File: src/rtl/pgf_pkg.sv
// ----------------------------------------------------------------------------
// pgf_pkg
// Shared widths, payload types and constants for the pairwise gravity force
// pipeline.
// ----------------------------------------------------------------------------
`default_nettype none

package pgf_pkg;

   // Field widths of the transfer payloads.
   localparam int POS_BITS   = 24;
   localparam int MASS_BITS  = 24;
   localparam int G_W        = 32;
   localparam int FLOOR_W    = 48;
   localparam int FORCE_W    = 32;
   localparam int CSR_DATA_W = 48;
   localparam int CSR_IDX_W  = 1;

   // Derived datapath widths.
   localparam int DIFF_W     = POS_BITS + 1;
   localparam int MAG_W      = POS_BITS;
   localparam int SQ_W       = 2 * MAG_W;
   localparam int R2_W       = (SQ_W + 1 > FLOOR_W) ? SQ_W + 1 : FLOOR_W;
   localparam int SQRT_STEPS = (R2_W + 1) / 2;
   localparam int RT_W       = SQRT_STEPS;
   localparam int SQ_STEP_W  = $clog2(SQRT_STEPS);
   localparam int GM_W       = G_W + MASS_BITS;
   localparam int PM_W       = MASS_BITS + MAG_W;
   localparam int NUM_W      = GM_W + PM_W;
   localparam int GM_LO_W    = GM_W / 2;
   localparam int GM_HI_W    = GM_W - GM_LO_W;
   localparam int PM_LO_W    = PM_W / 2;
   localparam int PM_HI_W    = PM_W - PM_LO_W;
   localparam int PP_W       = GM_HI_W + PM_HI_W;
   localparam int R2_LO_W    = R2_W / 2;
   localparam int R2_HI_W    = R2_W - R2_LO_W;
   localparam int DEN_SHIFT  = 16;
   localparam int DEN_W      = R2_W + RT_W + DEN_SHIFT;
   localparam int Q_W        = FORCE_W;
   localparam int DIV_STEP_W = $clog2(Q_W);
   localparam int CMP_W      = (NUM_W > DEN_W + Q_W) ? NUM_W : DEN_W + Q_W;

   // Register indexes of the configuration port.
   localparam logic [CSR_IDX_W-1:0] CSR_GRAVITY = CSR_IDX_W'(0);
   localparam logic [CSR_IDX_W-1:0] CSR_MIN_R2  = CSR_IDX_W'(1);

   // Register reset values: G = 1.0 and a floor of 100 square units.
   localparam logic [G_W-1:0]     GRAVITY_RESET = G_W'(32'd16777216);
   localparam logic [FLOOR_W-1:0] MIN_R2_RESET  = FLOOR_W'(48'd6553600);

   // Clipping limits of a force component, as magnitudes.
   localparam logic [FORCE_W-1:0] SAT_POS_MAG = {1'b0, {(FORCE_W-1){1'b1}}};
   localparam logic [FORCE_W-1:0] SAT_NEG_MAG = {1'b1, {(FORCE_W-1){1'b0}}};

   typedef struct packed {
      logic signed [POS_BITS-1:0] pos_a_x;
      logic signed [POS_BITS-1:0] pos_a_y;
      logic signed [POS_BITS-1:0] pos_b_x;
      logic signed [POS_BITS-1:0] pos_b_y;
      logic [MASS_BITS-1:0]       mass_a;
      logic [MASS_BITS-1:0]       mass_b;
   } pgf_req_type;

   typedef struct packed {
      logic signed [FORCE_W-1:0] force_x;
      logic signed [FORCE_W-1:0] force_y;
      logic                      softened;
      logic                      saturated;
   } pgf_rsp_type;

   // Working set that travels down the cell chains.
   typedef struct packed {
      logic              neg_x;
      logic              neg_y;
      logic              softened;
      logic              zero;
      logic [R2_W-1:0]   r2;
      logic [R2_W-1:0]   sq_rem;
      logic [R2_W-1:0]   root;
      logic [NUM_W-1:0]  num_x;
      logic [NUM_W-1:0]  num_y;
      logic [DEN_W-1:0]  den;
      logic              over_x;
      logic              over_y;
      logic [Q_W-1:0]    q_x;
      logic [Q_W-1:0]    q_y;
   } pgf_work_type;

endpackage

`default_nettype wire

File: src/rtl/pgf_div_cell.sv
// ----------------------------------------------------------------------------
// pgf_div_cell
// One restoring division step for both force components.
// ----------------------------------------------------------------------------
`default_nettype none

module pgf_div_cell (
   input  logic                             clock,
   input  logic                             reset,
   input  logic                             en,
   input  logic [pgf_pkg::DIV_STEP_W-1:0]   step,
   input  logic                             in_valid,
   input  pgf_pkg::pgf_work_type            in_work,
   output logic                             out_valid,
   output pgf_pkg::pgf_work_type            out_work
);

   logic [pgf_pkg::CMP_W-1:0] shifted;
   logic                      ge_x, ge_y;
   pgf_pkg::pgf_work_type     work_in, work_ff;
   logic                      vld_ff;

   // The remainder lives in the numerator fields; one quotient bit per cell.
   always_comb begin
      shifted       = pgf_pkg::CMP_W'(in_work.den) << step;
      ge_x          = pgf_pkg::CMP_W'(in_work.num_x) >= shifted;
      ge_y          = pgf_pkg::CMP_W'(in_work.num_y) >= shifted;
      work_in       = in_work;
      work_in.num_x = ge_x ? in_work.num_x - shifted[pgf_pkg::NUM_W-1:0] : in_work.num_x;
      work_in.num_y = ge_y ? in_work.num_y - shifted[pgf_pkg::NUM_W-1:0] : in_work.num_y;
      work_in.q_x   = {in_work.q_x[pgf_pkg::Q_W-2:0], ge_x};
      work_in.q_y   = {in_work.q_y[pgf_pkg::Q_W-2:0], ge_y};
   end

   always_ff @(posedge clock) begin
      if (reset) begin
         vld_ff <= 1'b0;
      end else if (en) begin
         vld_ff <= in_valid;
      end
   end

   always_ff @(posedge clock) begin
      if (en) begin
         work_ff <= work_in;
      end
   end

   assign out_valid = vld_ff;
   assign out_work  = work_ff;

endmodule

`default_nettype wire

File: config.mk
export PLATFORM = sky130hd
export DESIGN_NAME = pgf_div_cell
export DESIGN_NICKNAME = d
export VERILOG_FILES = /design/src/rtl/pgf_pkg.sv /design/src/rtl/pgf_div_cell.sv
export SDC_FILE = /design/constraint.sdc
export NUM_CORES = 1
export LEC_CHECK = 0
export BUFFER_PORTS_ARGS = -buffer_cell sky130_fd_sc_hd__buf_2
export CAP_MARGIN = 0
export CELL_PAD_IN_SITES_DETAIL_PLACEMENT = 2
export CELL_PAD_IN_SITES_GLOBAL_PLACEMENT = 2
export CORE_AREA = 2 2 401 403
export CTS_BUF_LIST = sky130_fd_sc_hd__clkbuf_16
export DETAILED_ROUTE_END_ITERATION = 8
export DIE_AREA = 0 0 403 405
export HOLD_SLACK_MARGIN = 0.02
export PLACE_DENSITY_LB_ADDON = 0.1
export SYNTH_ARGS = -nofsm -noshare
export SYNTH_HDL_FRONTEND = slang
export SYNTH_SLANG_ARGS = --single-unit
File: constraint.sdc
create_clock -name clock -period 6.6 [get_ports clock]
set_clock_uncertainty 0.1 [all_clocks]
set_input_delay 0.99 -clock clock [delete_from_list [all_inputs] [get_ports clock]]
set_output_delay 0.99 -clock clock [all_outputs]
set_load 0.005 [all_outputs]
# Word level (Yosys, flattened, before mapping)
# Index checks and enable logic that the tools add are counted.
# op_classes
add_sub_neg,2
n_lt_le_gt_ge,2
shift,1
mux,2
# ops
cell,n
$ge A104 B122 Y1,2
$mux W104,2
$sub A104 B104 Y104,2
$shl A90 B5 Y122,1
# word_totals
regBits,516
out_inout_bits,516
word_cells,22

# Longest topological paths before layout
# depth
word_depth,3
mapped_depth,29

# Least setup slack after synthesis
# OpenSTA, ideal clock, no wires.
# synth_timing
kind,in2reg
from,input port step[0] (netlist bit)
to,"register work_ff (netlist bit out_work[256]), data pin"
setup_ns,0.260
arrival_time_ns,6.193
required_ns,6.240
slack_ns,0.047
stages,23
path_cell_list,buf_2 buf_4 clkbuf_1 buf_1 clkbuf_1 nand2_1 o22a_1 o21ai_0 nor2_1 a21oi_1 a21oi_1 ha_1 clkbuf_1 nand4_1 nor4_1 a31oi_1 o31ai_1 o21ai_1 o31ai_1 a211oi_1 o31ai_1 xor2_1 mux2_2
# synth_lines
item,line_no,text
from (decl),pgf_div_cell.sv:11,"input logic [pgf_pkg::DIV_STEP_W-1:0] step,"
to (signal assigned),pgf_div_cell.sv:45,work_ff <= work_in;
to (decl),pgf_div_cell.sv:20,"pgf_pkg::pgf_work_type work_in, work_ff;"

==> summary.txt <==
status: finished, final reports clean
clock root buffer master: clkbuf_16
worst slew pin tran: 1080 ps
drt pass-1 iters: 5
Reg2Reg Launch Point: out_valid
Starting DRT DRC Count: 2231
placed wire-length estimate: 202 mm
worst hold-check slack: 362 ps
WHS Endpoint: out_valid
commonest non-fill, non-tap cells in the layout: buf_2 (1034), buf_4 (962), nand2_1 (623), edfxtp_1 (515), o21ai_0 (400)
routed length per instance: 29.6 µm
Fill cells: 18200
drt total wl: 234 mm
final core occ: 33.5%
post-CTS setup buffer count: 0
fmax: 157 MHz
Synth top area share: 42.7%
syn_area_per_cell: 9.40 µm²
die area: 163000 µm²
Synth-to-Final Area Change: 47.3%
top cells by area, synth: edfxtp_1 (43%), ha_1 (7.5%), nand2_1 (6.4%)
CTS Buf Count: 72
hold path depth: 2
critical path's largest stage delay: 580 ps
Fin. Hold Viols: 0
synthesized flop and latch total: 516
vias in the first global route: 40600
Leakage: 23.9 nW
RSZ-0062 raised after global routing: false
Die X: 403 µm
R2R cell count: 2
most common cell after layout, fill and taps aside: buf_2
initial antenna violation count: 78
Setup-failing EPs final: 0
largest net degree at the start of global routing: 149
max-slew violation count: 0
GR Overflow Total: 0
Worst Setup Start Kind: input port
Slowest-stage cell, CP: mux4_2
Cell Pwr Density: 265 nW/µm²
Post-DRT Antenna Nets: 0
CTS tree: built
Warnings, synthesis: 0
layout cells sized above 1: 39.2%
Buf+Inv Stages, Crit Path: 8
Min-Delay Startpoint: reset
Crit. End Element: flip-flop
RR Endpoint: out_valid
Clock Sinks: 516
Rel. slew slack: 28.3%
# IOs: 1040
Crit path arrival time: 6670 ps
Clock Latency Late Sink: 680 ps
site row count: 147
Post-synth EDFFs: 515
routed via count: 38700
Final nets: 6474
Worst VDD drop: 0.170 mV
overall power: 14.2 mW
crit-path most repeated cell: buf_4
CORE AREA: 159000 µm²
Starting Density: 22.8%
first-pass GRT wire length: 320 mm
# H-tree levels: 3
sequential fraction of the synthesis area: 42.7%
crit-path leading delay family: compound AO/OA/AOI/OAI gates
Synth area leader: edfxtp_1
ys async rst share: 0%
period utilization: 96.5%
Reg clk slew, reported paths: 60 ps
gr usage total: 27.7%
crit-path max FO: 30
drt drc: 0
dominant synthesized flop cell: edfxtp_1
Die Y-Extent: 405 µm
Worst Path Required: 6900 ps
synth unique cells: 88
Mapped Area: 36300 µm²
Tmin final: 6370 ps
HP Class: input port to flip-flop
I/O Buffers: 1037
gpl congestion: 0.927
clock buffer depth: 3
Crit Path Class: input port to flip-flop
Synth Instances: 3857
syn_nets: 4601
Max-cap violations: 0
Vias/cell: 4.91
R2R setup slack: 5910 ps
==> sequential cells by signal, summed over array words and instances, names as in the netlist <==
| signal | flops |
|---|---|
| out_valid | 1 |
| out_work | 515 |
==> area by class of cell <==
| cell class | count | area [µm²] | share of cell area (%) |
|---|---|---|---|
| Sequential cell | 516 | 15500 | 29.0 |
| Antenna cell | 14 | 35.0 | 0.0656 |
| Timing Repair Buffer | 2027 | 13000 | 24.4 |
| Inverter | 86 | 323 | 0.605 |
| Clock inverter | 57 | 556 | 1.04 |
| Tap cell | 2086 | 2610 | 4.89 |
| Multi-Input combinational cell | 3027 | 19500 | 36.6 |
| Clock buffer | 73 | 1830 | 3.42 |
==> layer usage <==
layer | vias up | routed length (µm) | track usage [%]
met5 | - | 372 | 0
met4 | 54 | 7510 | 8.48
met3 | 297 | 11700 | 5.11
met2 | 975 | 115000 | 48.4
met1 | 19400 | 99300 | 34.5
li1 | 18000 | - | -
==> timing repair <==
item	in CTS	in global routing
hold buffers	0	0
endpoints found under the setup margin	0	5
resized for setup	0	3
==> worst max path at each step <==
stage / from / to / cells past startpoint
after floorplan: step[0] / out_work[256] / 23
after global placement: step[0] / out_work[248] / 28
after detailed placement: step[0] / out_work[248] / 28
after CTS: step[0] / out_work[248] / 28
after global routing: step[0] / out_work[252] / 26
final: step[0] / out_work[252] / 26
==> per-stage QoR <==
stage	setup TNS, ps	setup slack (ps)	cells	area [µm²]
detailed placement	-43450	-651	7742	51000
floorplan	0	46.8	3857	36300
finish	0	233	7886	53400
global route	0	36.4	7873	53400
global placement	-19740	-566	7742	51000
CTS	0	58.0	7872	53300
==> cell usage after synthesis, types with 5 or more instances <==
| cell | instances |
|---|---|
| mux2i_1 | 71 |
| or4_1 | 8 |
| buf_2 | 26 |
| a2bb2oi_1 | 5 |
| a21boi_0 | 16 |
| buf_1 | 32 |
| a21oi_1 | 334 |
| mux4_2 | 74 |
| inv_1 | 83 |
| xnor2_1 | 110 |
| mux2_2 | 25 |
| o21ai_0 | 400 |
| ha_1 | 218 |
| nor2b_1 | 21 |
| o21ai_1 | 12 |
| nand2_1 | 623 |
| o31ai_1 | 17 |
| and3_1 | 8 |
| nor3_1 | 49 |
| o211ai_1 | 14 |
| and2_1 | 18 |
| xor2_1 | 86 |
| a31oi_1 | 18 |
| a211oi_1 | 16 |
| nand2b_1 | 19 |
| or2_2 | 11 |
| nor2_1 | 373 |
| and4_1 | 6 |
| edfxtp_1 | 515 |
| o21bai_1 | 49 |
| o21a_1 | 24 |
| o221ai_1 | 7 |
| a21o_1 | 107 |
| or3_1 | 13 |
| nor4_1 | 19 |
| nand4_1 | 109 |
| nand3_1 | 46 |
| clkbuf_1 | 163 |
| o22ai_1 | 6 |
| o2111ai_1 | 5 |
| a221oi_1 | 12 |
==> logic make-up (layout without fill, tap and decap cells) <==
family	after synthesis	count (layout)	share of synthesized area, %
AOI/OAI and AO/OA	1105	1105	18.1
muxes	170	170	7.33
other	0	14	0
DFF	516	516	42.7
and+or+nand+nor	1336	1336	16.0
adders and majority gates	220	220	7.63
buffers and inverters	314	2243	3.45
xor gates and xnor gates	196	196	4.73
==> power by group <==
| part | switching [mW] | internal [mW] |
|---|---|---|
| sequential | 0.157 | 4.05 |
| combinational | 3.39 | 2.52 |
| clock | 1.74 | 2.31 |
| total | 5.29 | 8.88 |
Power figures use the tool's default switching activity.
