### src/rtl/pgf_pkg.sv
// ----------------------------------------------------------------------------
// pgf_pkg
// Shared widths, payload types and constants for the pairwise gravity force
// pipeline.
// ----------------------------------------------------------------------------
`default_nettype none

package pgf_pkg;

   // Field widths of the transfer payloads.
   localparam int POS_BITS   = 24;
   localparam int MASS_BITS  = 24;
   localparam int G_W        = 32;
   localparam int FLOOR_W    = 48;
   localparam int FORCE_W    = 32;
   localparam int CSR_DATA_W = 48;
   localparam int CSR_IDX_W  = 1;

   // Derived datapath widths.
   localparam int DIFF_W     = POS_BITS + 1;
   localparam int MAG_W      = POS_BITS;
   localparam int SQ_W       = 2 * MAG_W;
   localparam int R2_W       = (SQ_W + 1 > FLOOR_W) ? SQ_W + 1 : FLOOR_W;
   localparam int SQRT_STEPS = (R2_W + 1) / 2;
   localparam int RT_W       = SQRT_STEPS;
   localparam int SQ_STEP_W  = $clog2(SQRT_STEPS);
   localparam int GM_W       = G_W + MASS_BITS;
   localparam int PM_W       = MASS_BITS + MAG_W;
   localparam int NUM_W      = GM_W + PM_W;
   localparam int GM_LO_W    = GM_W / 2;
   localparam int GM_HI_W    = GM_W - GM_LO_W;
   localparam int PM_LO_W    = PM_W / 2;
   localparam int PM_HI_W    = PM_W - PM_LO_W;
   localparam int PP_W       = GM_HI_W + PM_HI_W;
   localparam int R2_LO_W    = R2_W / 2;
   localparam int R2_HI_W    = R2_W - R2_LO_W;
   localparam int DEN_SHIFT  = 16;
   localparam int DEN_W      = R2_W + RT_W + DEN_SHIFT;
   localparam int Q_W        = FORCE_W;
   localparam int DIV_STEP_W = $clog2(Q_W);
   localparam int CMP_W      = (NUM_W > DEN_W + Q_W) ? NUM_W : DEN_W + Q_W;

   // Register indexes of the configuration port.
   localparam logic [CSR_IDX_W-1:0] CSR_GRAVITY = CSR_IDX_W'(0);
   localparam logic [CSR_IDX_W-1:0] CSR_MIN_R2  = CSR_IDX_W'(1);

   // Register reset values: G = 1.0 and a floor of 100 square units.
   localparam logic [G_W-1:0]     GRAVITY_RESET = G_W'(32'd16777216);
   localparam logic [FLOOR_W-1:0] MIN_R2_RESET  = FLOOR_W'(48'd6553600);

   // Clipping limits of a force component, as magnitudes.
   localparam logic [FORCE_W-1:0] SAT_POS_MAG = {1'b0, {(FORCE_W-1){1'b1}}};
   localparam logic [FORCE_W-1:0] SAT_NEG_MAG = {1'b1, {(FORCE_W-1){1'b0}}};

   typedef struct packed {
      logic signed [POS_BITS-1:0] pos_a_x;
      logic signed [POS_BITS-1:0] pos_a_y;
      logic signed [POS_BITS-1:0] pos_b_x;
      logic signed [POS_BITS-1:0] pos_b_y;
      logic [MASS_BITS-1:0]       mass_a;
      logic [MASS_BITS-1:0]       mass_b;
   } pgf_req_type;

   typedef struct packed {
      logic signed [FORCE_W-1:0] force_x;
      logic signed [FORCE_W-1:0] force_y;
      logic                      softened;
      logic                      saturated;
   } pgf_rsp_type;

   // Working set that travels down the cell chains.
   typedef struct packed {
      logic              neg_x;
      logic              neg_y;
      logic              softened;
      logic              zero;
      logic [R2_W-1:0]   r2;
      logic [R2_W-1:0]   sq_rem;
      logic [R2_W-1:0]   root;
      logic [NUM_W-1:0]  num_x;
      logic [NUM_W-1:0]  num_y;
      logic [DEN_W-1:0]  den;
      logic              over_x;
      logic              over_y;
      logic [Q_W-1:0]    q_x;
      logic [Q_W-1:0]    q_y;
   } pgf_work_type;

endpackage

`default_nettype wire

### src/rtl/pgf_sqrt_cell.sv
// ----------------------------------------------------------------------------
// pgf_sqrt_cell
// One digit step of the integer square root of the squared distance.
// ----------------------------------------------------------------------------
`default_nettype none

module pgf_sqrt_cell (
   input  logic                            clock,
   input  logic                            reset,
   input  logic                            en,
   input  logic [pgf_pkg::SQ_STEP_W-1:0]   step,
   input  logic                            in_valid,
   input  pgf_pkg::pgf_work_type           in_work,
   output logic                            out_valid,
   output pgf_pkg::pgf_work_type           out_work
);

   logic [pgf_pkg::R2_W-1:0] bit_in, trial_in;
   pgf_pkg::pgf_work_type    work_in, work_ff;
   logic                     vld_ff;

   // Try the digit at this cell's bit pair; keep it when it fits.
   always_comb begin
      bit_in   = pgf_pkg::R2_W'(1) << {step, 1'b0};
      trial_in = in_work.root + bit_in;
      work_in  = in_work;
      if (in_work.sq_rem >= trial_in) begin
         work_in.sq_rem = in_work.sq_rem - trial_in;
         work_in.root   = (in_work.root >> 1) + bit_in;
      end else begin
         work_in.root   = in_work.root >> 1;
      end
   end

   always_ff @(posedge clock) begin
      if (reset) begin
         vld_ff <= 1'b0;
      end else if (en) begin
         vld_ff <= in_valid;
      end
   end

   always_ff @(posedge clock) begin
      if (en) begin
         work_ff <= work_in;
      end
   end

   assign out_valid = vld_ff;
   assign out_work  = work_ff;

endmodule

`default_nettype wire

### config.mk
export PLATFORM = sky130hd
export DESIGN_NAME = pgf_sqrt_cell
export DESIGN_NICKNAME = d
export VERILOG_FILES = /design/src/rtl/pgf_pkg.sv /design/src/rtl/pgf_sqrt_cell.sv
export SDC_FILE = /design/constraint.sdc
export NUM_CORES = 1
export LEC_CHECK = 0
export ABC_AREA = 1
export BUFFER_PORTS_ARGS = -buffer_cell sky130_fd_sc_hd__buf_2
export CORE_AREA = 2 2 407 409
export CTS_CLUSTER_DIAMETER = 60
export DETAILED_ROUTE_END_ITERATION = 12
export DIE_AREA = 0 0 409 411
export PLACE_DENSITY = 0.35
export SLEW_MARGIN = 20
export SYNTH_ARGS = -nofsm -noshare
export SYNTH_HDL_FRONTEND = slang
export SYNTH_SLANG_ARGS = --single-unit
### constraint.sdc
create_clock -name clock -period 5.9 [get_ports clock]
set_input_delay 0.59 -clock clock [delete_from_list [all_inputs] [get_ports clock]]
set_output_delay 0.59 -clock clock [all_outputs]
set_load 0.03 [all_outputs]
# Word level (Yosys, flattened, before mapping)
# Cells that the tools add are included.
# totals
reg_bits	516
inputBits	524
output_inout_bits	516
word_cells	23
# classes
addsub	3
n_lt_le_gt_ge	1
n_shift	1
mux	2
# ops
cell	n
$add 48x49->49	1
$add 49x49->49	1
$ge 49x49->1	1
$mux 49	1
$shl 1x6->49 const A	1
$sub 49x49->49	1
$mux 48	1

# Longest topological paths before layout
# logic_depth
depth_word	4
mapped_depth	34
depth_no_buf	32

# Worst setup path after synthesis
# OpenSTA, ideal clock, no wires.
# synth_path
path_type	in2reg
from	input port step[4] in the netlist's numbering
to	register work_ff, in the netlist out_work[389], data pin
setup_ns	0.252
arrival_ns	4.272
required_ns	5.648
path_slack_ns	1.375
cell_stages	32
path_buffers	4
cell_sequence	buf_2 > inv_1 > buf_2 > nand2_1 > nor4_1 > ha_1 > nand2_1 > o21ai_0 > nand2_1 > o21ai_0 > inv_1 > nand2_1 > a211oi_1 > nand2_1 > nand2_1 > nand2_1 > ha_1 > buf_2 > nand2_1 > nor2_1 > inv_2 > nor2_1 > nand2_1 > nor3_2 > nand2_1 > nand3_2 > buf_4 > nand2_1 > clkinv_1 > nand2_1 > nand2_1 > nand2_1
# synth_rtl
element	line	rtl
from (decl)	pgf_sqrt_cell.sv:11	input logic [pgf_pkg::SQ_STEP_W-1:0] step,
to (signal assigned)	pgf_sqrt_cell.sv:45	work_ff <= work_in;
to (decl)	pgf_sqrt_cell.sv:19	pgf_pkg::pgf_work_type work_in, work_ff;

==> impl_metrics.py <==
metrics = {
    "status": {
        "status": "finished clean",
    },
    "route": {
        "via_per_inst": 4.125,
        "routedWlPerCell_um": 31.48,
        "postRouteAntennaNets": 0,
        "dr.pass1.iters": 5,
        "drc": 0,
        "wirelength_mm": 196.5,
        "drtIter0Drc": 2102,
        "vias": 25760,
    },
    "sta": {
        "period_needed_ns": 5.550,
        "setup_viol": 0,
        "finalSetupTns_ns": 0,
        "setup_slack_ns": 0.3498,
        "tightest_slew_ns": 0.9480,
        "min_period_over_period_pct": 94.07,
        "hold_viol_final": 0,
        "clock_skew_ns": 0,
        "rsz0062_at_grt": "false",
        "drv_slew": 0,
        "maxSlewHeadroom_pct": 36.80,
        "max_freq_mhz": 180.2,
    },
    "power": {
        "clkPwrFrac_pct": 41.5,
        "swShare_pct": 33.88,
        "power.share.sequential_pct": 36.7,
        "p_leak_nw": 16.44,
        "vdd.ir_drop.worst_v": 0.0002102,
        "p_sw_mw": 4.232,
        "power_density_nw_per_um2": 319.2,
        "comb_power_share_pct": 21.7,
        "cell_internal_pwr_mw": 8.259,
    },
    "min_path": {
        "hold_path.class": "input port to flop",
    },
    "finish": {
        "layout.nets": 4582,
        "area_growth_pct": 50.96,
        "final_layout_size_suffix_gt1_share_pct": 33.97,
    },
    "die": {
        "die-area_sq_um": 168100,
        "core_area_sq_um": 163900,
        "io_pins": 1040,
        "die_w_um": 409,
        "dieHeight_um": 411,
        "std_cell_rows": 149,
        "start_util_pct": 15.82,
    },
    "logic_synthesis": {
        "synthFlopType": "edfxtp_1",
        "synth-seq-cells": 516,
        "synth_cell_types": 52,
        "synth_edf_count": 515,
        "ys_seq_area_share_pct": 59.74,
        "synthArstFlopShare_pct": 0,
        "syn-num-nets": 3209,
        "postSynthCellCount": 2587,
        "yosysWarnings": 0,
        "syn_area_per_cell_sq_um": 10.02,
        "synthesis.area_sq_um": 25920,
    },
    "global_routing": {
        "grt_overflow": 0,
        "antenna_found_initial": 132,
        "grt_pass1_vias": 24710,
        "gr-usage-all-layers_pct": 22.42,
        "grt_pass1_wl_mm": 247.7,
        "grt_max_degree": 134,
    },
    "cts": {
        "clk_latency_ns": 0.69,
        "cts_buffers": 86,
        "cts.clk_slew.worst_paths_ns": 0.06,
        "cts-resized-gates": 0,
        "cts_max_path_buffers": 3,
        "clock_sinks": 516,
        "clock-root-buffer": "clkbuf_16",
        "h-tree-depth": 3,
        "cts_tree": "done",
        "ctsHoldBuffers": 133,
        "postCtsSetupBuffers": 0,
    },
    "setup_path": {
        "crit_buf_inv": 5,
        "crit_path_frequent_cell": "nand2_1",
        "cpLargestDelayFamily": "simple AND/OR/NAND/NOR gates",
        "cpMaxStageDelayCell": "nor4_1",
        "cp_data_arrival_time_ns": 6.02,
        "worst_ep_required_time_ns": 6.37,
        "worst_path_largest_cell_delay_ns": 0.70,
        "cp-end-kind": "flop",
        "critPathKind": "input port to flop",
        "crit_path_max_fanout": 26,
        "start_kind": "input port",
    },
    "place": {
        "gp_congestion": 0.9344,
        "hpwl_mm": 170.7,
        "pre_cts_slack_ns": -0.2392,
        "place.port_buffers": 1039,
    },
    "run": {
        "cap_viol_max_count": 0,
    },
}
-- Yosys cell counts (2+ instances only) --
cell type | count | area [sq um]
nand3_1 | 107 | 535.5
o21bai_2 | 4 | 45.04
o21ai_2 | 7 | 61.31
o21a_1 | 9 | 67.56
edfxtp_1 | 515 | 15460
ha_1 | 97 | 1214
a21oi_1 | 130 | 650.6
nor2_1 | 302 | 1134
nor3_1 | 42 | 210.2
inv_1 | 303 | 1137
buf_4 | 2 | 15.01
a211oi_1 | 6 | 45.04
nand4_1 | 24 | 150.1
nand2_2 | 19 | 118.9
nand3_2 | 3 | 30.03
a21oi_2 | 5 | 43.79
a21o_1 | 9 | 67.56
nand2_1 | 576 | 2162
xor2_1 | 43 | 376.6
a21boi_0 | 5 | 37.54
nand3b_1 | 22 | 165.2
inv_2 | 8 | 30.03
o211ai_1 | 2 | 15.01
xnor2_1 | 55 | 481.7
a221oi_1 | 2 | 17.52
nor4_1 | 13 | 81.33
buf_2 | 21 | 105.1
clkinv_1 | 2 | 7.510
o21ai_0 | 162 | 810.8
o21ai_1 | 45 | 225.2
nand2_4 | 4 | 45.04
o21bai_1 | 11 | 82.58
a31oi_1 | 13 | 81.33
-- path summary, 6_finish.rpt --
check                                       startpoint                       to  slack (ns)  cells after the start
worst max-delay path                           step[4]  out_work[402]$_DFFE_PP_        0.35                     25
worst min-delay path                      in_work[246]  out_work[246]$_DFFE_PP_        0.07                      1
worst max register to register  out_valid$_SDFFE_PP0P_   out_valid$_SDFFE_PP0P_        5.31                      2
worst min register to register  out_valid$_SDFFE_PP0P_   out_valid$_SDFFE_PP0P_        0.49                      2
-- power groups by stage --
stage          logic (mW)  clock network (mW)  registers (mW)
3_3_place_gp         2.67                   0            4.67
4_1_cts              2.75                5.36            4.60
6_report             2.71                5.19            4.59
2_1_floorplan       0.601                   0            5.27
5_1_grt              2.86                5.48            4.61
3_5_place_dp         2.66                   0            4.66
-- state kept, by name (all words and copies together), names as in the netlist --
| signal | cells |
|---|---|
| out_work | 515 |
| out_valid | 1 |
-- cells in the final DEF (no fill, tap or decap), drive strengths merged --
cell type | netlist | routed
buf | 24 | 1177
nand2 | 599 | 599
edfxtp | 515 | 515
inv | 311 | 325
nor2 | 304 | 304
o21ai | 215 | 215
a21oi | 135 | 135
dlygate4sd3 | 0 | 133
nand3 | 110 | 110
clkbuf | 1 | 103
ha | 97 | 97
xnor2 | 55 | 55
xor2 | 43 | 43
nor3 | 43 | 43
diode | 0 | 28
clkinv | 2 | 27
nand4 | 26 | 26
nand3b | 22 | 22
o21bai | 15 | 15
a31oi | 14 | 14
nor4 | 13 | 13
o21a | 9 | 9
a21o | 9 | 9
bufinv | 0 | 7
a211oi | 6 | 6
clkinvlp | 0 | 6
a21boi | 6 | 6
a221oi | 2 | 2
o211ai | 2 | 2
and3 | 1 | 1
o311ai | 1 | 1
and2 | 1 | 1
a31o | 1 | 1
o31ai | 1 | 1
mux2i | 1 | 1
o22ai | 1 | 1
fa | 1 | 1
dfxtp | 1 | 1
-- per-layer routing --
layer / global-route usage (%) / share of wire, % / wire length [um]
met1: 27.53 / 41 / 81060
met2: 37.07 / 47 / 91950
met3: 8.930 / 9.9 / 19520
met4: 4.282 / 1.9 / 3722
met5: 0 / 0.15 / 290
-- layout make-up --
type                            count  area (sq um)
Antenna cell                       28         70.07
Tap cell                         2189          2739
Timing Repair Buffer             1310          7677
Multi-Input combinational cell   1733          9126
Fill cell                       17980        124700
Clock buffer                      103          2237
Sequential cell                   516         15480
Inverter                          313          1175
Clock inverter                     52         621.8
-- through the flow --
step                util (%)  hold slack, ns  std cells  cell area, sq um  power, mW
CTS                    23.84       0.0001461       6216             39060      12.71
finish                 23.88         0.06906       6244             39130      12.49
global route           23.85         0.02419       6223             39080      12.96
global placement       21.28          0.4773       5928             34870      7.337
floorplan                  -          0.6299       2587             25920      5.867
detailed placement     21.28          0.4828       5928             34870      7.314
-- logic make-up after synthesis --
logic type,Yosys count,share of synthesized area [%]
and+or+nand+nor,1119,18.15
DFF,516,59.74
AOI/OAI and AO/OA,417,8.944
buffers and inverters,338,5.054
xor gates and xnor gates,98,3.311
adders and majority gates,98,4.759
muxes,1,0.03862
Note: power is estimated with default switching activity, not from simulation.
