==> config.mk <==
export PLATFORM = sky130hd
export DESIGN_NAME = pgf_den
export DESIGN_NICKNAME = d
export VERILOG_FILES = /design/src/rtl/pgf_pkg.sv /design/src/rtl/pgf_den.sv
export SDC_FILE = /design/constraint.sdc
export NUM_CORES = 2
export LEC_CHECK = 0
export BUFFER_PORTS_ARGS = -buffer_cell sky130_fd_sc_hd__buf_4
export CORE_ASPECT_RATIO = 0.75
export CORE_UTILIZATION = 30
export CTS_CLUSTER_SIZE = 12
export DETAILED_ROUTE_END_ITERATION = 7
export PLACE_DENSITY = 0.49
export RECOVER_POWER = 100
export SYNTH_ARGS = -nofsm -noshare
export SYNTH_HDL_FRONTEND = slang
export SYNTH_SLANG_ARGS = --single-unit
==> constraint.sdc <==
create_clock -name clock -period 9.9 [get_ports clock]
set_input_delay 1.98 -clock clock [delete_from_list [all_inputs] [get_ports clock]]
set_output_delay 1.98 -clock clock [all_outputs]
set_load 0.1 [all_outputs]
==> src/rtl/pgf_pkg.sv <==
// ----------------------------------------------------------------------------
// pgf_pkg
// Shared widths, payload types and constants for the pairwise gravity force
// pipeline.
// ----------------------------------------------------------------------------
`default_nettype none

package pgf_pkg;

   // Field widths of the transfer payloads.
   localparam int POS_BITS   = 24;
   localparam int MASS_BITS  = 24;
   localparam int G_W        = 32;
   localparam int FLOOR_W    = 48;
   localparam int FORCE_W    = 32;
   localparam int CSR_DATA_W = 48;
   localparam int CSR_IDX_W  = 1;

   // Derived datapath widths.
   localparam int DIFF_W     = POS_BITS + 1;
   localparam int MAG_W      = POS_BITS;
   localparam int SQ_W       = 2 * MAG_W;
   localparam int R2_W       = (SQ_W + 1 > FLOOR_W) ? SQ_W + 1 : FLOOR_W;
   localparam int SQRT_STEPS = (R2_W + 1) / 2;
   localparam int RT_W       = SQRT_STEPS;
   localparam int SQ_STEP_W  = $clog2(SQRT_STEPS);
   localparam int GM_W       = G_W + MASS_BITS;
   localparam int PM_W       = MASS_BITS + MAG_W;
   localparam int NUM_W      = GM_W + PM_W;
   localparam int GM_LO_W    = GM_W / 2;
   localparam int GM_HI_W    = GM_W - GM_LO_W;
   localparam int PM_LO_W    = PM_W / 2;
   localparam int PM_HI_W    = PM_W - PM_LO_W;
   localparam int PP_W       = GM_HI_W + PM_HI_W;
   localparam int R2_LO_W    = R2_W / 2;
   localparam int R2_HI_W    = R2_W - R2_LO_W;
   localparam int DEN_SHIFT  = 16;
   localparam int DEN_W      = R2_W + RT_W + DEN_SHIFT;
   localparam int Q_W        = FORCE_W;
   localparam int DIV_STEP_W = $clog2(Q_W);
   localparam int CMP_W      = (NUM_W > DEN_W + Q_W) ? NUM_W : DEN_W + Q_W;

   // Register indexes of the configuration port.
   localparam logic [CSR_IDX_W-1:0] CSR_GRAVITY = CSR_IDX_W'(0);
   localparam logic [CSR_IDX_W-1:0] CSR_MIN_R2  = CSR_IDX_W'(1);

   // Register reset values: G = 1.0 and a floor of 100 square units.
   localparam logic [G_W-1:0]     GRAVITY_RESET = G_W'(32'd16777216);
   localparam logic [FLOOR_W-1:0] MIN_R2_RESET  = FLOOR_W'(48'd6553600);

   // Clipping limits of a force component, as magnitudes.
   localparam logic [FORCE_W-1:0] SAT_POS_MAG = {1'b0, {(FORCE_W-1){1'b1}}};
   localparam logic [FORCE_W-1:0] SAT_NEG_MAG = {1'b1, {(FORCE_W-1){1'b0}}};

   typedef struct packed {
      logic signed [POS_BITS-1:0] pos_a_x;
      logic signed [POS_BITS-1:0] pos_a_y;
      logic signed [POS_BITS-1:0] pos_b_x;
      logic signed [POS_BITS-1:0] pos_b_y;
      logic [MASS_BITS-1:0]       mass_a;
      logic [MASS_BITS-1:0]       mass_b;
   } pgf_req_type;

   typedef struct packed {
      logic signed [FORCE_W-1:0] force_x;
      logic signed [FORCE_W-1:0] force_y;
      logic                      softened;
      logic                      saturated;
   } pgf_rsp_type;

   // Working set that travels down the cell chains.
   typedef struct packed {
      logic              neg_x;
      logic              neg_y;
      logic              softened;
      logic              zero;
      logic [R2_W-1:0]   r2;
      logic [R2_W-1:0]   sq_rem;
      logic [R2_W-1:0]   root;
      logic [NUM_W-1:0]  num_x;
      logic [NUM_W-1:0]  num_y;
      logic [DEN_W-1:0]  den;
      logic              over_x;
      logic              over_y;
      logic [Q_W-1:0]    q_x;
      logic [Q_W-1:0]    q_y;
   } pgf_work_type;

endpackage

`default_nettype wire

==> src/rtl/pgf_den.sv <==
// ----------------------------------------------------------------------------
// pgf_den
// Builds the denominator r2 * r * 2^16 and flags quotients that cannot fit
// in the force width.
// ----------------------------------------------------------------------------
`default_nettype none

module pgf_den (
   input  logic                   clock,
   input  logic                   reset,
   input  logic                   en,
   input  logic                   in_valid,
   input  pgf_pkg::pgf_work_type  in_work,
   output logic                   out_valid,
   output pgf_pkg::pgf_work_type  out_work
);

   // Stage P: partial products of r2 and the root.
   logic                                            p_vld_ff;
   pgf_pkg::pgf_work_type                           p_work_ff;
   logic [pgf_pkg::R2_LO_W+pgf_pkg::RT_W-1:0]       p_lo_ff;
   logic [pgf_pkg::R2_HI_W+pgf_pkg::RT_W-1:0]       p_hi_ff;

   always_ff @(posedge clock) begin
      if (reset) begin
         p_vld_ff <= 1'b0;
      end else if (en) begin
         p_vld_ff <= in_valid;
      end
   end

   always_ff @(posedge clock) begin
      if (en) begin
         p_work_ff <= in_work;
         p_lo_ff   <= (pgf_pkg::R2_LO_W + pgf_pkg::RT_W)'(in_work.r2[pgf_pkg::R2_LO_W-1:0])
                    * (pgf_pkg::R2_LO_W + pgf_pkg::RT_W)'(in_work.root[pgf_pkg::RT_W-1:0]);
         p_hi_ff   <= (pgf_pkg::R2_HI_W + pgf_pkg::RT_W)'
                         (in_work.r2[pgf_pkg::R2_W-1:pgf_pkg::R2_LO_W])
                    * (pgf_pkg::R2_HI_W + pgf_pkg::RT_W)'(in_work.root[pgf_pkg::RT_W-1:0]);
      end
   end

   // Stage Q: combine the partial products and scale by 2^16.
   logic                  q_vld_ff;
   pgf_pkg::pgf_work_type q_work_ff, q_work_in;

   always_comb begin
      q_work_in     = p_work_ff;
      q_work_in.den = ((pgf_pkg::DEN_W'(p_hi_ff) << pgf_pkg::R2_LO_W)
                      + pgf_pkg::DEN_W'(p_lo_ff)) << pgf_pkg::DEN_SHIFT;
   end

   always_ff @(posedge clock) begin
      if (reset) begin
         q_vld_ff <= 1'b0;
      end else if (en) begin
         q_vld_ff <= p_vld_ff;
      end
   end

   always_ff @(posedge clock) begin
      if (en) begin
         q_work_ff <= q_work_in;
      end
   end

   // Stage R: a numerator at or above den * 2^32 clips regardless of sign.
   logic                     r_vld_ff;
   pgf_pkg::pgf_work_type    r_work_ff, r_work_in;
   logic [pgf_pkg::CMP_W-1:0] den_top;

   always_comb begin
      den_top          = pgf_pkg::CMP_W'(q_work_ff.den) << pgf_pkg::Q_W;
      r_work_in        = q_work_ff;
      r_work_in.over_x = pgf_pkg::CMP_W'(q_work_ff.num_x) >= den_top;
      r_work_in.over_y = pgf_pkg::CMP_W'(q_work_ff.num_y) >= den_top;
   end

   always_ff @(posedge clock) begin
      if (reset) begin
         r_vld_ff <= 1'b0;
      end else if (en) begin
         r_vld_ff <= q_vld_ff;
      end
   end

   always_ff @(posedge clock) begin
      if (en) begin
         r_work_ff <= r_work_in;
      end
   end

   assign out_valid = r_vld_ff;
   assign out_work  = r_work_ff;

endmodule

`default_nettype wire

# Word level (Yosys, flattened, before mapping)
# Index checks and enable logic that the tools add are counted.
[word_totals]
out_inout_bits = 516
ff_bits = 1521
word_cells = 47
inputBits = 519
[op_classes]
multipliers = 2
add_sub_neg = 1
n_lt_le_gt_ge = 2
[op_table]
columns = ["operator", "count"]
rows = [
  ["$ge 104x122->1", 2],
  ["$add 74x49->74", 1],
  ["$mul 25x25->50", 1],
  ["$mul 24x25->49", 1],
]

# Longest topological paths before layout
[depth]
depth_word = 1
ltp_mapped = 27
mapped_depth_nobuf = 25

# Worst setup path before layout
# No wires, ideal clock.
[synth_timing]
kind = "input-to-reg"
from = "input in_work[368] in the netlist's numbering"
to = "register p_hi_ff[49] in the netlist's numbering (data pin)"
setup_ns = 0.260
required_time_ns = 9.640
slack_ns = 1.410
arrival_ns = 8.230
n_path_buf = 3
path_stages = 26
path_cell_list = "clkbuf_1 -> clkbuf_1 -> nand2_1 -> fa_1 -> inv_1 -> fa_1 -> inv_1 -> fa_1 -> fa_1 -> inv_1 -> fa_1 -> fa_1 -> inv_1 -> fa_1 -> inv_1 -> ha_1 -> clkbuf_1 -> a21oi_1 -> o21ai_0 -> or2_2 -> a211oi_1 -> o31ai_1 -> o22ai_1 -> o31ai_1 -> a21oi_1 -> xnor2_1"
[synth_via]
elab_chain_len = 1
[synth_rtl]
columns = ["item", "line", "source"]
rows = [
  ["start: declaration", "pgf_den.sv:13", "input pgf_pkg::pgf_work_type in_work,"],
  ["$mul 25x25->50", "pgf_den.sv:39", "* (pgf_pkg::R2_HI_W + pgf_pkg::RT_W)'(in_work.root[pgf_pkg::RT_W-1:0]);"],
  ["end signal: assignment", "pgf_den.sv:37", "p_hi_ff <= (pgf_pkg::R2_HI_W + pgf_pkg::RT_W)'"],
  ["end: declaration", "pgf_den.sv:22", "logic [pgf_pkg::R2_HI_W+pgf_pkg::RT_W-1:0] p_hi_ff;"],
]
# No other way between the ends.
# A chain may end at the register's enable or synchronous reset.

# Worst setup path after layout
[layout_timing]
from = "input in_work[486] in the netlist's numbering"
to = "register p_hi_ff[49] in the netlist's numbering (data pin)"
# The elaborated chain is that of the path after synthesis.

==> results.toml <==
[worst_setup_path]
crit_slowest_cell = "clkbuf_1"
timing.critical_path.cells = "clkbuf_1 > nand2_1 > fa_1 > fa_1 > inv_1 > fa_1 > fa_1 > fa_1 > fa_1 > inv_1 > fa_1 > inv_1 > ha_1 > nand2_1 > o21ai_0 > or2_2 > o22ai_1 > o31ai_1 > o22ai_1 > o31ai_1 > a21oi_1 > xnor2_1"
slowest_delay_ns = 1.17
cp-start-kind = "primary input"
criticalPathCategory = "in -> reg"
cp_common_cell = "fa_1"
worstPathArrival_ns = 9.74
rrSetupSlack_ns = 4.84
crit_cells = 22
crit_fanout = 26
crit_required_ns = 10.46
path_delay_family = "adder cells"
worstPathBufferInverterCount = 4
r2r_start = "q_work_ff[341]"
regToRegEndpoint = "out_work[65]"
end_kind = "register"
rr_worst_depth = 8

[logic_synthesis]
yosysUniqueCellTypes = 65
syn-cell-area_mm2 = 0.09072
ys.warnings.count = 0
yosys-top-cells-area = "edfxtp_1 (50%), fa_1 (23%), ha_1 (6.9%)"
synth.largest_area_cell = "edfxtp_1"
syn_inst = 6808
seq_area_frac_synth_pct = 50.31
yosysMostFrequentCell = "edfxtp_1"
synthFlopType = "edfxtp_1"
ys_async_sr_fraction_pct = 0
synth_common_cells = "edfxtp_1 (1518), inv_1 (1253), fa_1 (1031)"
postSynthAreaPerCell_um2 = 13.33
synth_top_cell_area_share_pct = 50.25
ys_ff_latch = 1521
synth_edf_count = 1518

[clock_network]
cts-resized-gates = 0
cts_hold_buf = 0
cts_buffer_depth = 4
clkTransAtPathRegs_ns = 0.06
cts.sinks = 1521
clk_latency_ns = 0.87
tritoncts = "built"
cts_buffers = 171
clockRootBuffer = "clkbuf_16"
cts_setup_buffers = 0
h-tree-depth = 4

[global_routing]
grt_overflow = 0
first_global_vias = 55941
antenna_found_initial = 45
grt_usage_pct = 16.45
grt_max_degree = 194
grt_pass1_wl_um = 372400

[sta]
slew_headroom_pct = -306.6
setup_violations = 0
period_needed_ns = 9.186
final-hold-violation-count = 0
fin_skew_ns = 0.06989
rsz0062_at_grt = "false"
worst_slew_pin_slew_ns = 6.099
finalCritPeriodShare_pct = 92.79
maxSlewViolCount = 677
fmax_mhz = 108.9
finalSetupTns_ns = 0

[floorplan]
coreArea_mm2 = 0.3002
dieArea_mm2 = 0.3046
std_cell_rows = 174
io-pin-count = 1035
die_width_um = 637.0
die_y_um = 478.2
start_util_pct = 30.22

[worst_hold_path]
holdCritPathClass = "reg -> reg"
hp-start = "q_work_ff[45]"
whs_path_depth = 0
hold-path-endpoint = "out_work[45]"

[detailed_routing]
drt_wl_total_um = 253400
first_iter_violations = 3362
drc = 0
routedWlPerCell_um = 21.41
vias_per_cell = 4.485
first_pass_iters = 6
vias = 53061
drtAntennaViolNets = 0

[run]
drv_cap = 14

[place]
gp_congestion = 0.8419
hpwl_um = 194600
port_buffers = 926

[run_status]
outcome = "complete, but fails checks"
violations = "max-capacitance violations, max-slew violations"

[layout]
final_nets = 9801
syn2layout_area_growth_pct = 16.22
fin_util_pct = 35.12
layout-drive-gt1-share_pct = 8.965
cells by family (layout without fill, tap and decap cells):
kind of cell               count (synthesis)  count (layout)  synth area share (%)
other                                      1              45              0.004134
buffers and inverters                   1523            2542                 6.372
muxes                                      4               4               0.04414
xor gates and xnor gates                 139             139                 1.342
AOI/OAI and AO/OA                        468             468                 3.237
DFF                                     1521            1521                 50.31
and+or+nand+nor                         1624            1624                 9.080
adders and majority gates               1528            1528                 29.61
routing by layer:
layer / vias to the layer above / track usage [%] / routed length, µm
met2: 1490 / 26.43 / 116500
met4: 20 / 3.485 / 4892
met3: 292 / 3.449 / 16120
li1: 23919 / - / -
met5: - / 0 / 159
met1: 27340 / 22.92 / 115700
how the worst max path moves through the flow:
stage	start	endpoint	slack, ns
floorplan	in_work[368]	p_hi_ff[49]	1.41
global placement	in_work[365]	p_lo_ff[41]	0.29
detailed placement	in_work[373]	p_hi_ff[49]	0.29
CTS	in_work[380]	p_hi_ff[49]	1.16
global route	in_work[487]	p_hi_ff[49]	0.48
finish	in_work[486]	p_hi_ff[49]	0.71
registers in the layout, summed over array words and instances, names as in the netlist:
register	flops
den_top	74
out_valid	1
q_work_ff	423
out_work	499
p_hi_ff	50
p_lo_ff	49
q_vld_ff	1
p_vld_ff	1
p_work_ff	423
cell usage in the layout (no fill, tap or decap), types with 21 or more instances in the layout:
cell and instances:
nor3_1 23, xor2_1 55, clkbuf_4 336, xnor2_1 84, nand4_1 49, clkinv_1 21, clkbuf_16 172, diode_2 29
o21ai_0 87, a21oi_1 162, buf_4 132, nor4_1 28, clkbuf_1 573, and2_1 633, nor2_1 83, nand2_1 692
edfxtp_1 1518, fa_1 1031, ha_1 497, nand3_1 29, a21o_1 94, inv_1 1253
per-stage QoR:
step | hold WS [ns] | area [µm²] | instances | setup slack (ns)
after CTS | 0.3448 | 107500 | 11802 | 1.156
after floorplan | 0.4003 | 90770 | 6823 | 1.410
after global placement | 0.4001 | 102600 | 11541 | 0.2933
final | 0.3526 | 105400 | 11831 | 0.7140
after detailed placement | 0.4045 | 102600 | 11541 | 0.2906
after global routing | 0.3649 | 105400 | 11810 | 0.4800
area by class of cell:
| class | instances | area (µm²) |
|---|---|---|
| clock inverter | 59 | 523.0 |
| inverter | 1253 | 4703 |
| multi-input combinational | 3779 | 39320 |
| sequential | 1521 | 45640 |
| antenna | 29 | 72.57 |
| timing repair buffer | 1028 | 5802 |
| clock buffer | 202 | 4417 |
| fill | 29690 | 194800 |
| tap | 3960 | 4955 |
Power is left out: the tool's default activity adds up to more than one toggle a clock period on the data nets, which glitch-free logic cannot reach.
